==> src/rtl/core/wvm_pkg.sv <==
// wvm_pkg: shared types, widths, codes and defaults of the wavetable voice mixer.
// No dependencies; compiled first.
`default_nettype none

package wvm_pkg;

    localparam int VOICES_DEF     = 20;
    localparam int WAVE_DEPTH_DEF = 256;
    localparam int ENV_LEN_DEF    = 500;
    localparam int VIB_LEN_DEF    = 480;
    localparam int VIB_DIV_DEF    = 15;

    localparam int OP_W       = 3;
    localparam int NOTE_W     = 5;
    localparam int ADDR_W     = 9;
    localparam int WAVE_W     = 16;
    localparam int GAIN_W     = 16;
    localparam int LEN_W      = 8;
    localparam int SAMPLE_W   = 21;
    localparam int ETICK_W    = 16;
    localparam int VTICK_W    = 4;
    localparam int CFG_IDX_W  = 2;
    localparam int CFG_DATA_W = 16;

    localparam int SAMPLE_MAX = 1048575;
    localparam int SAMPLE_MIN = -1048576;
    localparam int HELD_MAX   = 32767;
    localparam int HELD_MIN   = -32768;

    localparam logic [OP_W-1:0] OP_TICK = 3'd0;
    localparam logic [OP_W-1:0] OP_WAVE = 3'd1;
    localparam logic [OP_W-1:0] OP_ENV  = 3'd2;
    localparam logic [OP_W-1:0] OP_VIB  = 3'd3;
    localparam logic [OP_W-1:0] OP_LEN  = 3'd4;
    localparam logic [OP_W-1:0] OP_REL  = 3'd5;

    localparam logic [CFG_IDX_W-1:0] REG_VIB_EN     = 2'd0;
    localparam logic [CFG_IDX_W-1:0] REG_DECAY_STEP = 2'd1;

    typedef enum logic [1:0] {
        ST_IDLE,
        ST_RMW,
        ST_RUN,
        ST_DONE
    } t_state;

    typedef struct packed {
        logic [LEN_W-1:0]   length;
        logic [LEN_W-1:0]   phase;
        logic               active;
        logic [ADDR_W-1:0]  env_pos;
        logic [ETICK_W-1:0] env_tick;
    } t_voice;

endpackage

`default_nettype wire

==> src/rtl/core/wvm_voice_mem.sv <==
// Per-voice state memory: one read and one write port, registered read,
// entry valid bits for reset, write-to-read forwarding. Depends on wvm_pkg.
`default_nettype none

module wvm_voice_mem #(
    parameter int VOICES = wvm_pkg::VOICES_DEF,
    parameter int VW     = 5
) (
    input  wire logic            i_clk,
    input  wire logic            i_rst_n,
    input  wire logic            i_rd_en,
    input  wire logic [VW-1:0]   i_rd_addr,
    input  wire logic            i_wr_en,
    input  wire logic [VW-1:0]   i_wr_addr,
    input  wire wvm_pkg::t_voice i_wr_data,
    output wvm_pkg::t_voice      o_rd_data
);

    wvm_pkg::t_voice mem [VOICES];
    logic [VOICES-1:0] r_valid;
    wvm_pkg::t_voice   r_q;
    wvm_pkg::t_voice   r_fwd_data;
    logic              r_hit;
    logic              r_fwd;

    always_ff @(posedge i_clk) begin
        if (i_wr_en) begin
            mem[i_wr_addr] <= i_wr_data;
        end
        if (i_rd_en) begin
            r_q        <= mem[i_rd_addr];
            r_fwd_data <= i_wr_data;
        end
    end

    always_ff @(posedge i_clk) begin
        if (!i_rst_n) begin
            r_valid <= '0;
            r_hit   <= 1'b0;
            r_fwd   <= 1'b0;
        end else begin
            if (i_wr_en) begin
                r_valid[i_wr_addr] <= 1'b1;
            end
            if (i_rd_en) begin
                r_hit <= r_valid[i_rd_addr];
                r_fwd <= i_wr_en && (i_wr_addr == i_rd_addr);
            end
        end
    end

    // unwritten entries read as the reset state
    assign o_rd_data = r_fwd ? r_fwd_data : (r_hit ? r_q : '0);

endmodule

`default_nettype wire
==> config.mk <==
export PLATFORM = sky130hd
export DESIGN_NAME = wvm_voice_mem
export DESIGN_NICKNAME = d
export VERILOG_FILES = /design/src/rtl/core/wvm_pkg.sv /design/src/rtl/core/wvm_voice_mem.sv
export SDC_FILE = /design/constraint.sdc
export NUM_CORES = 1
export LEC_CHECK = 0
export BUFFER_PORTS_ARGS = -buffer_cell sky130_fd_sc_hd__buf_4
export CORE_ASPECT_RATIO = 0.75
export CORE_UTILIZATION = 56
export CTS_CLUSTER_DIAMETER = 40
export DETAILED_ROUTE_END_ITERATION = 8
export PLACE_DENSITY_LB_ADDON = 0.12
export SLEW_MARGIN = 0
export SYNTH_ARGS = -nofsm -noshare
export SYNTH_HDL_FRONTEND = slang
export SYNTH_SLANG_ARGS = --single-unit
export TNS_END_PERCENT = 1
==> constraint.sdc <==
create_clock -name i_clk -period 3 [get_ports i_clk]
set_input_delay 0.45 -clock i_clk [delete_from_list [all_inputs] [get_ports i_clk]]
set_output_delay 0.45 -clock i_clk [all_outputs]
set_load 0.005 [all_outputs]
==> impl_results.md, run 1 <==
- Status: completed
- Share of the clock period used by the worst path after layout: 90.3%
- Hold Fails Final Rpt: 0
- DRC violation total after the first TritonRoute iteration: 1,955
- Flop and latch count out of synthesis: 946
- Cell repeated most along the worst path: buf_4
- Full die area: 64,900 µm²
- Via count of the first global-routing pass: 17,600
- Antenna-violating nets left: 0
- Setup_tns: 0 ps
- Tot GR Track Use: 25.8%
- Fraction of layout cells with a size suffix above 1: 25.0%
- Die Height: 221 µm
- Fill cell total of the finished layout: 4,048
- Total Routed Length: 81.9 mm
- Worst hold path cell count: 1
- Total number of clock tree sinks: 946
- Global placer's final weighted congestion: 0.736
- Synth warn: 0
- Data arrival time at the worst-slack endpoint: 2260 ps
- Final HPWL from detailed placement: 41.3 mm
- Setup bufs post-CTS: 0
- Worst clock skew: 28.9 ps
- Number of top-level design ports: 98
- Resized Gates After CTS: 0
- Worst-path cell chain: buf_4 -> a22o_1 -> buf_4
- F_max: 369 MHz
- Pin slew with the least headroom to its limit: 812 ps
- Number of endpoints failing setup at the final stage: 0
- Routed len/inst: 28.9 µm
- Worst reg2reg path endpoint: r_q[40]$_DFFE_PP_
- Initial core utilization: 57.2%
- Nets in the synthesized netlist: 1,776
- Type of the tightest min-delay check: in2reg
- Count of H-tree levels built during CTS: 3
- Reg clk slew, reported paths: 60 ps
- Number of max-slew violations in the final report: 0
- Cell area after synthesis: 35,800 µm²
- Critical path start-end classification: reg2out
- Max VDD drop: 0.000491 V
- CP Buf/Inv Count: 2
- Clk Tree Root Cell: clkbuf_16
- CTS max path bufs: 3
- Pwr/cell area: 699 nW/µm²
- Unrepaired setup endpoints after global routing: false
- Std cell rows: 79
- Cells after Synth: 1,720
- Area Growth Syn to Fin: 16.0%
- Initial antenna violation count: 1
- Worst-case register-to-register setup slack: 1390 ps
- Pleak: 13.7 nW
- Count of unique library cells instantiated by Yosys: 42
- R2R Path Start: mem[11][40]$_DFFE_PP_
- Max stage delay cell, worst path: buf_4
- Critical Path End Type: primary output
- IO Port Bufs: 97
- Floorplan die width: 294 µm
- Drc violations: 0
- Cell family with most CP delay: buffers and inverters
- First-pass iteration count of the detailed router: 5
- Hold Path Sink: mem[16][33]$_DFFE_PP_
- Hold_buf cts: 0
- Worst slew margin relative to its limit: 45.9%
- Vias/cell: 6.29
- CTS Buf Count: 105
- Largest net degree at the start of global routing: 70
- Register-to-Register Path Depth: 4
- Total congestion overflow: 0
- Wire length of the first global-routing pass: 120 mm
- Number of nets in the finished design: 1,946
- Worst hold path startpoint: i_wr_data[33]
- Post-route core utilization: 66.3%
- Number of maximum-capacitance constraint violations: 0
- Synthesized area per cell: 20.8 µm²
- Req. time, crit path: 2550 ps
- Maximum single-stage delay on the critical path: 670 ps
- Number of diodes: 0
- CP Launch Type: register
- Clock tree from TritonCTS: built
- Via count of the routed design: 17,800
- Proportion of synthesized chip area in sequential cells: 78.8%
- Insertion delay to the later sink of the worst-skew pair: 660 ps
- Maximum fanout along the worst path: 43
- Fin crit period: 2710 ps
- Placeable core area: 62,600 µm²
==> sequential cells by signal, summed over array words and instances (netlist names) <==
signal / flops
mem: 840
r_fwd: 1
r_fwd_data: 42
r_hit: 1
r_q: 42
r_valid: 20
==> cells in the mapped netlist (all sizes together) <==
library cell / number / share of area [%]
edfxtp: 924 / 78
mux2i: 167 / 4.7
mux4: 132 / 8.3
o22ai: 82 / 1.4
buf: 70 / 1.5
nor2: 68 / 0.71
a22o: 42 / 1.0
nor3: 42 / 0.59
a21oi: 41 / 0.57
a22oi: 41 / 0.89
clkbuf: 30 / 0.31
dfxtp: 22 / 1.2
o21a: 20 / 0.42
nand3b: 5 / 0.10
or3b: 4 / 0.10
xor2: 4 / 0.098
nand2: 3 / 0.031
nor3b: 3 / 0.063
nand4: 2 / 0.035
or3: 2 / 0.035
a2111oi: 1 / 0.024
a21boi: 1 / 0.021
a21o: 1 / 0.021
a221o: 1 / 0.028
a311oi: 1 / 0.024
and2: 1 / 0.017
clkinv: 1 / 0.010
inv: 1 / 0.010
mux2: 1 / 0.031
nand2b: 1 / 0.017
nand3: 1 / 0.014
nor2b: 1 / 0.017
nor4: 1 / 0.017
o211ai: 1 / 0.021
o21ai: 1 / 0.014
xnor2: 1 / 0.024
==> kinds of logic after synthesis <==
| family | Yosys count | share of synthesized area [%] |
|---|---|---|
| flops | 946 | 78.8 |
| mux | 300 | 13.0 |
| compound gates | 233 | 4.50 |
| simple gates | 134 | 1.76 |
| buf+inv | 102 | 1.85 |
| xor+xnor | 5 | 0.122 |
==> per-layer routing <==
| metal | track usage (%) | wire length [µm] | up-vias |
|---|---|---|---|
| met1 | 40.6 | 36300 | 9365 |
| li1 | - | - | 7539 |
| met4 | 6.37 | 1440 | 2 |
| met5 | 0 | 13 | - |
| met3 | 4.45 | 6580 | 113 |
| met2 | 37.9 | 37600 | 769 |
==> placed cells by master (no fill, tap or decap), types with 12 or more instances in the layout <==
| cell type | Yosys | final |
|---|---|---|
| clkinv_1 | 1 | 14 |
| o21a_1 | 20 | 20 |
| nor2_4 | 0 | 21 |
| clkinv_2 | 0 | 12 |
| a22o_1 | 42 | 42 |
| mux4_2 | 132 | 132 |
| o22ai_1 | 82 | 82 |
| clkbuf_1 | 30 | 15 |
| clkbuf_16 | 0 | 110 |
| a22oi_1 | 39 | 39 |
| a21oi_1 | 41 | 41 |
| edfxtp_1 | 924 | 924 |
| bufinv_16 | 0 | 12 |
| nor3_1 | 42 | 42 |
| nor2_1 | 68 | 47 |
| buf_12 | 0 | 26 |
| buf_4 | 24 | 135 |
| mux2i_1 | 167 | 167 |
| dfxtp_1 | 22 | 21 |
==> power breakdown <==
group          switching [W]  leakage, nW  internal, W
Combinational       0.000756         3.43     0.000467
Sequential         0.0000638         8.56       0.0148
Clock                0.00517         1.71      0.00780
==> cell type report <==
cell class | count | area, µm² | share of cell area [%]
well taps | 850 | 1060 | 2.56
repair buffers | 163 | 1560 | 3.77
inverters | 2 | 7.51 | 0.0181
clock buffers | 126 | 2820 | 6.80
flip-flops and latches | 946 | 28200 | 67.9
clock inverters | 70 | 747 | 1.80
multi-input cells | 672 | 7110 | 17.1
==> worst max path at each step <==
stage	from	endpoint	slack, ps	cells past startpoint
after floorplan	i_wr_addr[0]	mem[12][0]$_DFFE_PP_	-240	2
after global placement	i_rd_addr[0]	r_q[6]$_DFFE_PP_	580	6
after detailed placement	i_rd_addr[1]	r_q[38]$_DFFE_PP_	540	6
after CTS	r_fwd$_SDFFE_PN0P_	o_rd_data[3]	270	3
after global routing	r_fwd$_SDFFE_PN0P_	o_rd_data[3]	230	3
final	r_fwd$_SDFFE_PN0P_	o_rd_data[3]	290	3
==> through the flow <==
step,hold slack [ps],power [W],setup WS (ps),instance area (µm²),std cells
2_1_floorplan,435,0.0158,-244,35800,1720
3_3_place_gp,441,0.0163,579,37900,2633
3_5_place_dp,454,0.0163,543,37900,2633
4_1_cts,95.1,0.0292,272,41500,2829
5_1_grt,126,0.0298,235,41500,2829
6_report,118,0.0290,290,41500,2829
(Power assumes the default switching activity.)
==> run 2, diff against run 1 <==
--- a/config.mk
+++ b/config.mk
@@ -8,6 +8,7 @@
 export BUFFER_PORTS_ARGS = -buffer_cell sky130_fd_sc_hd__buf_4
 export CORE_ASPECT_RATIO = 0.75
 export CORE_UTILIZATION = 56
+export CTS_BUF_LIST = sky130_fd_sc_hd__clkbuf_16
 export CTS_CLUSTER_DIAMETER = 40
 export DETAILED_ROUTE_END_ITERATION = 8
 export PLACE_DENSITY_LB_ADDON = 0.12
==> run 2 against run 1 <==
Compared with the run above: die area unchanged; clock-buffer cell count down 16; register-to-register slack about the same; setup slack worse by 34 ps; cell count unchanged; critical path type unchanged; critical endpoint unchanged; via count about the same; routed wire length up 0.20%; core utilization about the same; first-iteration DRC count up 1.8%.
==> impl_results.md, run 2 (synthesized netlist as in run 1, its figures left out) <==
- Status: completed
- Number of max-slew violations in the final report: 0
- Resized Gates After CTS: 0
- Number of top-level design ports: 98
- Number of endpoints failing setup at the final stage: 0
- Drc violations: 0
- Final HPWL from detailed placement: 41.3 mm
- Finished layout cell area: 41,500 µm²
- First-pass iteration count of the detailed router: 5
- Area Growth Syn to Fin: 15.9%
- Fraction of layout cells with a size suffix above 1: 24.9%
- Number of nets in the finished design: 1,946
- Total Routed Length: 82.0 mm
- Unrepaired setup endpoints after global routing: false
- Post-route core utilization: 66.3%
- Critical path start-end classification: reg2out
- Worst slack at placement: 543 ps
- Via count of the first global-routing pass: 17,600
- Worst hold path cell count: 1
- Register-to-Register Path Depth: 4
- Biggest register: mem
- Sequential share of power: 51.2%
- Data arrival time at the worst-slack endpoint: 2290 ps
- Share of the clock period used by the worst path after layout: 91.5%
- IO Port Bufs: 97
- Initial core utilization: 57.2%
- Worst slew margin relative to its limit: 45.1%
- Leading cell types in the layout, fill and taps excluded: edfxtp_1 (924), mux2i_1 (167), buf_4 (135)
- CTS max path bufs: 3
- Switching power total: 0.00599 W
- Total congestion overflow: 0
- Largest register FFs: 840
- Worst clock skew: 26.6 ps
- Sw Share: 20.7%
- F_max: 364 MHz
- Std cell rows: 79
- Tot GR Track Use: 25.8%
- Clock tree from TritonCTS: built
- Internal Pwr Total: 0.0229 W
- Placeable core area: 62,600 µm²
- Type of the tightest min-delay check: in2reg
- Insertion delay to the later sink of the worst-skew pair: 660 ps
- Count of H-tree levels built during CTS: 3
- Final-layout worst hold slack: 128 ps
- Pwr/cell area: 697 nW/µm²
- Antenna-violating nets left: 0
- Clk Tree Root Cell: clkbuf_16
- CTS Buf Count: 105
- Total number of clock tree sinks: 946
- Die Height: 221 µm
- Final worst slack: 255 ps
- Req. time, crit path: 2550 ps
- Vias/cell: 6.29
- Floorplan die width: 294 µm
- Largest net degree at the start of global routing: 70
- Pin slew with the least headroom to its limit: 824 ps
- Total power after layout: 0.0289 W
- Hold_buf cts: 0
- Via count of the routed design: 17,800
- Most common library cell in the layout ignoring fill and taps: edfxtp_1
- Wire length of the first global-routing pass: 120 mm
- Portion of total power attributed to the clock network: 44.5%
- Critical Path End Type: primary output
- DRC violation total after the first TritonRoute iteration: 1,991
- Initial antenna violation count: 1
- Number of maximum-capacitance constraint violations: 0
- Global placer's final weighted congestion: 0.736
- Registers with the most flip-flops: mem x840, r_fwd_data x42, r_q x42
- Number of diodes: 0
- Standard cell area after detailed placement: 37,900 µm²
- Pleak: 13.8 nW
- Maximum fanout along the worst path: 43
- Full die area: 64,900 µm²
- Logic gate share of total power: 4.2%
- CP Launch Type: register
- Routed len/inst: 29.0 µm
- Fin crit period: 2740 ps
- Reg clk slew, reported paths: 60 ps
- Setup bufs post-CTS: 0
- Max VDD drop: 0.000491 V
- Hold Fails Final Rpt: 0
## run 2: changes by cell type in the layout (fill, tap and decap cells not counted), sizes merged
| cell | change |
|---|---|
| clkinv | +1 |
| inv | +15 |
| clkbuf | -16 |
## run 2: area by class of cell
type / count / area [µm²]
Fill cell: 4050 / 21100
Timing Repair Buffer: 163 / 1560
Inverter: 2 / 7.51
Multi-Input combinational cell: 672 / 7110
Tap cell: 850 / 1060
Sequential cell: 946 / 28200
Clock buffer: 110 / 2750
Clock inverter: 86 / 807
## run 2: layer usage
metal	vias up	share of wire [%]	track usage (%)
met4	2	1.7	6.30
met3	112	7.7	4.43
met1	9419	45	40.6
met5	-	0.016	0
met2	724	46	37.9
li1	7530	-	-
## run 2: power groups by stage
stage          logic [W]  clock network [W]  registers [W]
2_1_floorplan   0.000696                  0         0.0151
3_3_place_gp     0.00120                  0         0.0151
3_5_place_dp     0.00123                  0         0.0151
4_1_cts          0.00123             0.0131         0.0148
5_1_grt          0.00131             0.0136         0.0148
6_report         0.00123             0.0129         0.0148
## run 2: critical path: stages, from the launching register on
cell     delay [ps]
dfxtp_2         390
buf_4           680
a22o_1          400
buf_4           160
## run 2: final timing paths
kind                            slack (ps)                startpoint                        to
worst max register to register        1390     mem[11][40]$_DFFE_PP_         r_q[40]$_DFFE_PP_
worst max-delay path                   260        r_fwd$_SDFFE_PN0P_              o_rd_data[3]
worst min-delay path                   130             i_wr_data[33]     mem[16][33]$_DFFE_PP_
worst min register to register         470  r_valid[11]$_SDFFE_PN0P_  r_valid[11]$_SDFFE_PN0P_
## run 2: metrics by stage
step / instances / TNS, ps
final: 2829 / 0
after global routing: 2829 / 0
after detailed placement: 2633 / 0
after CTS: 2829 / 0
after global placement: 2633 / 0
after floorplan: 1720 / -67410
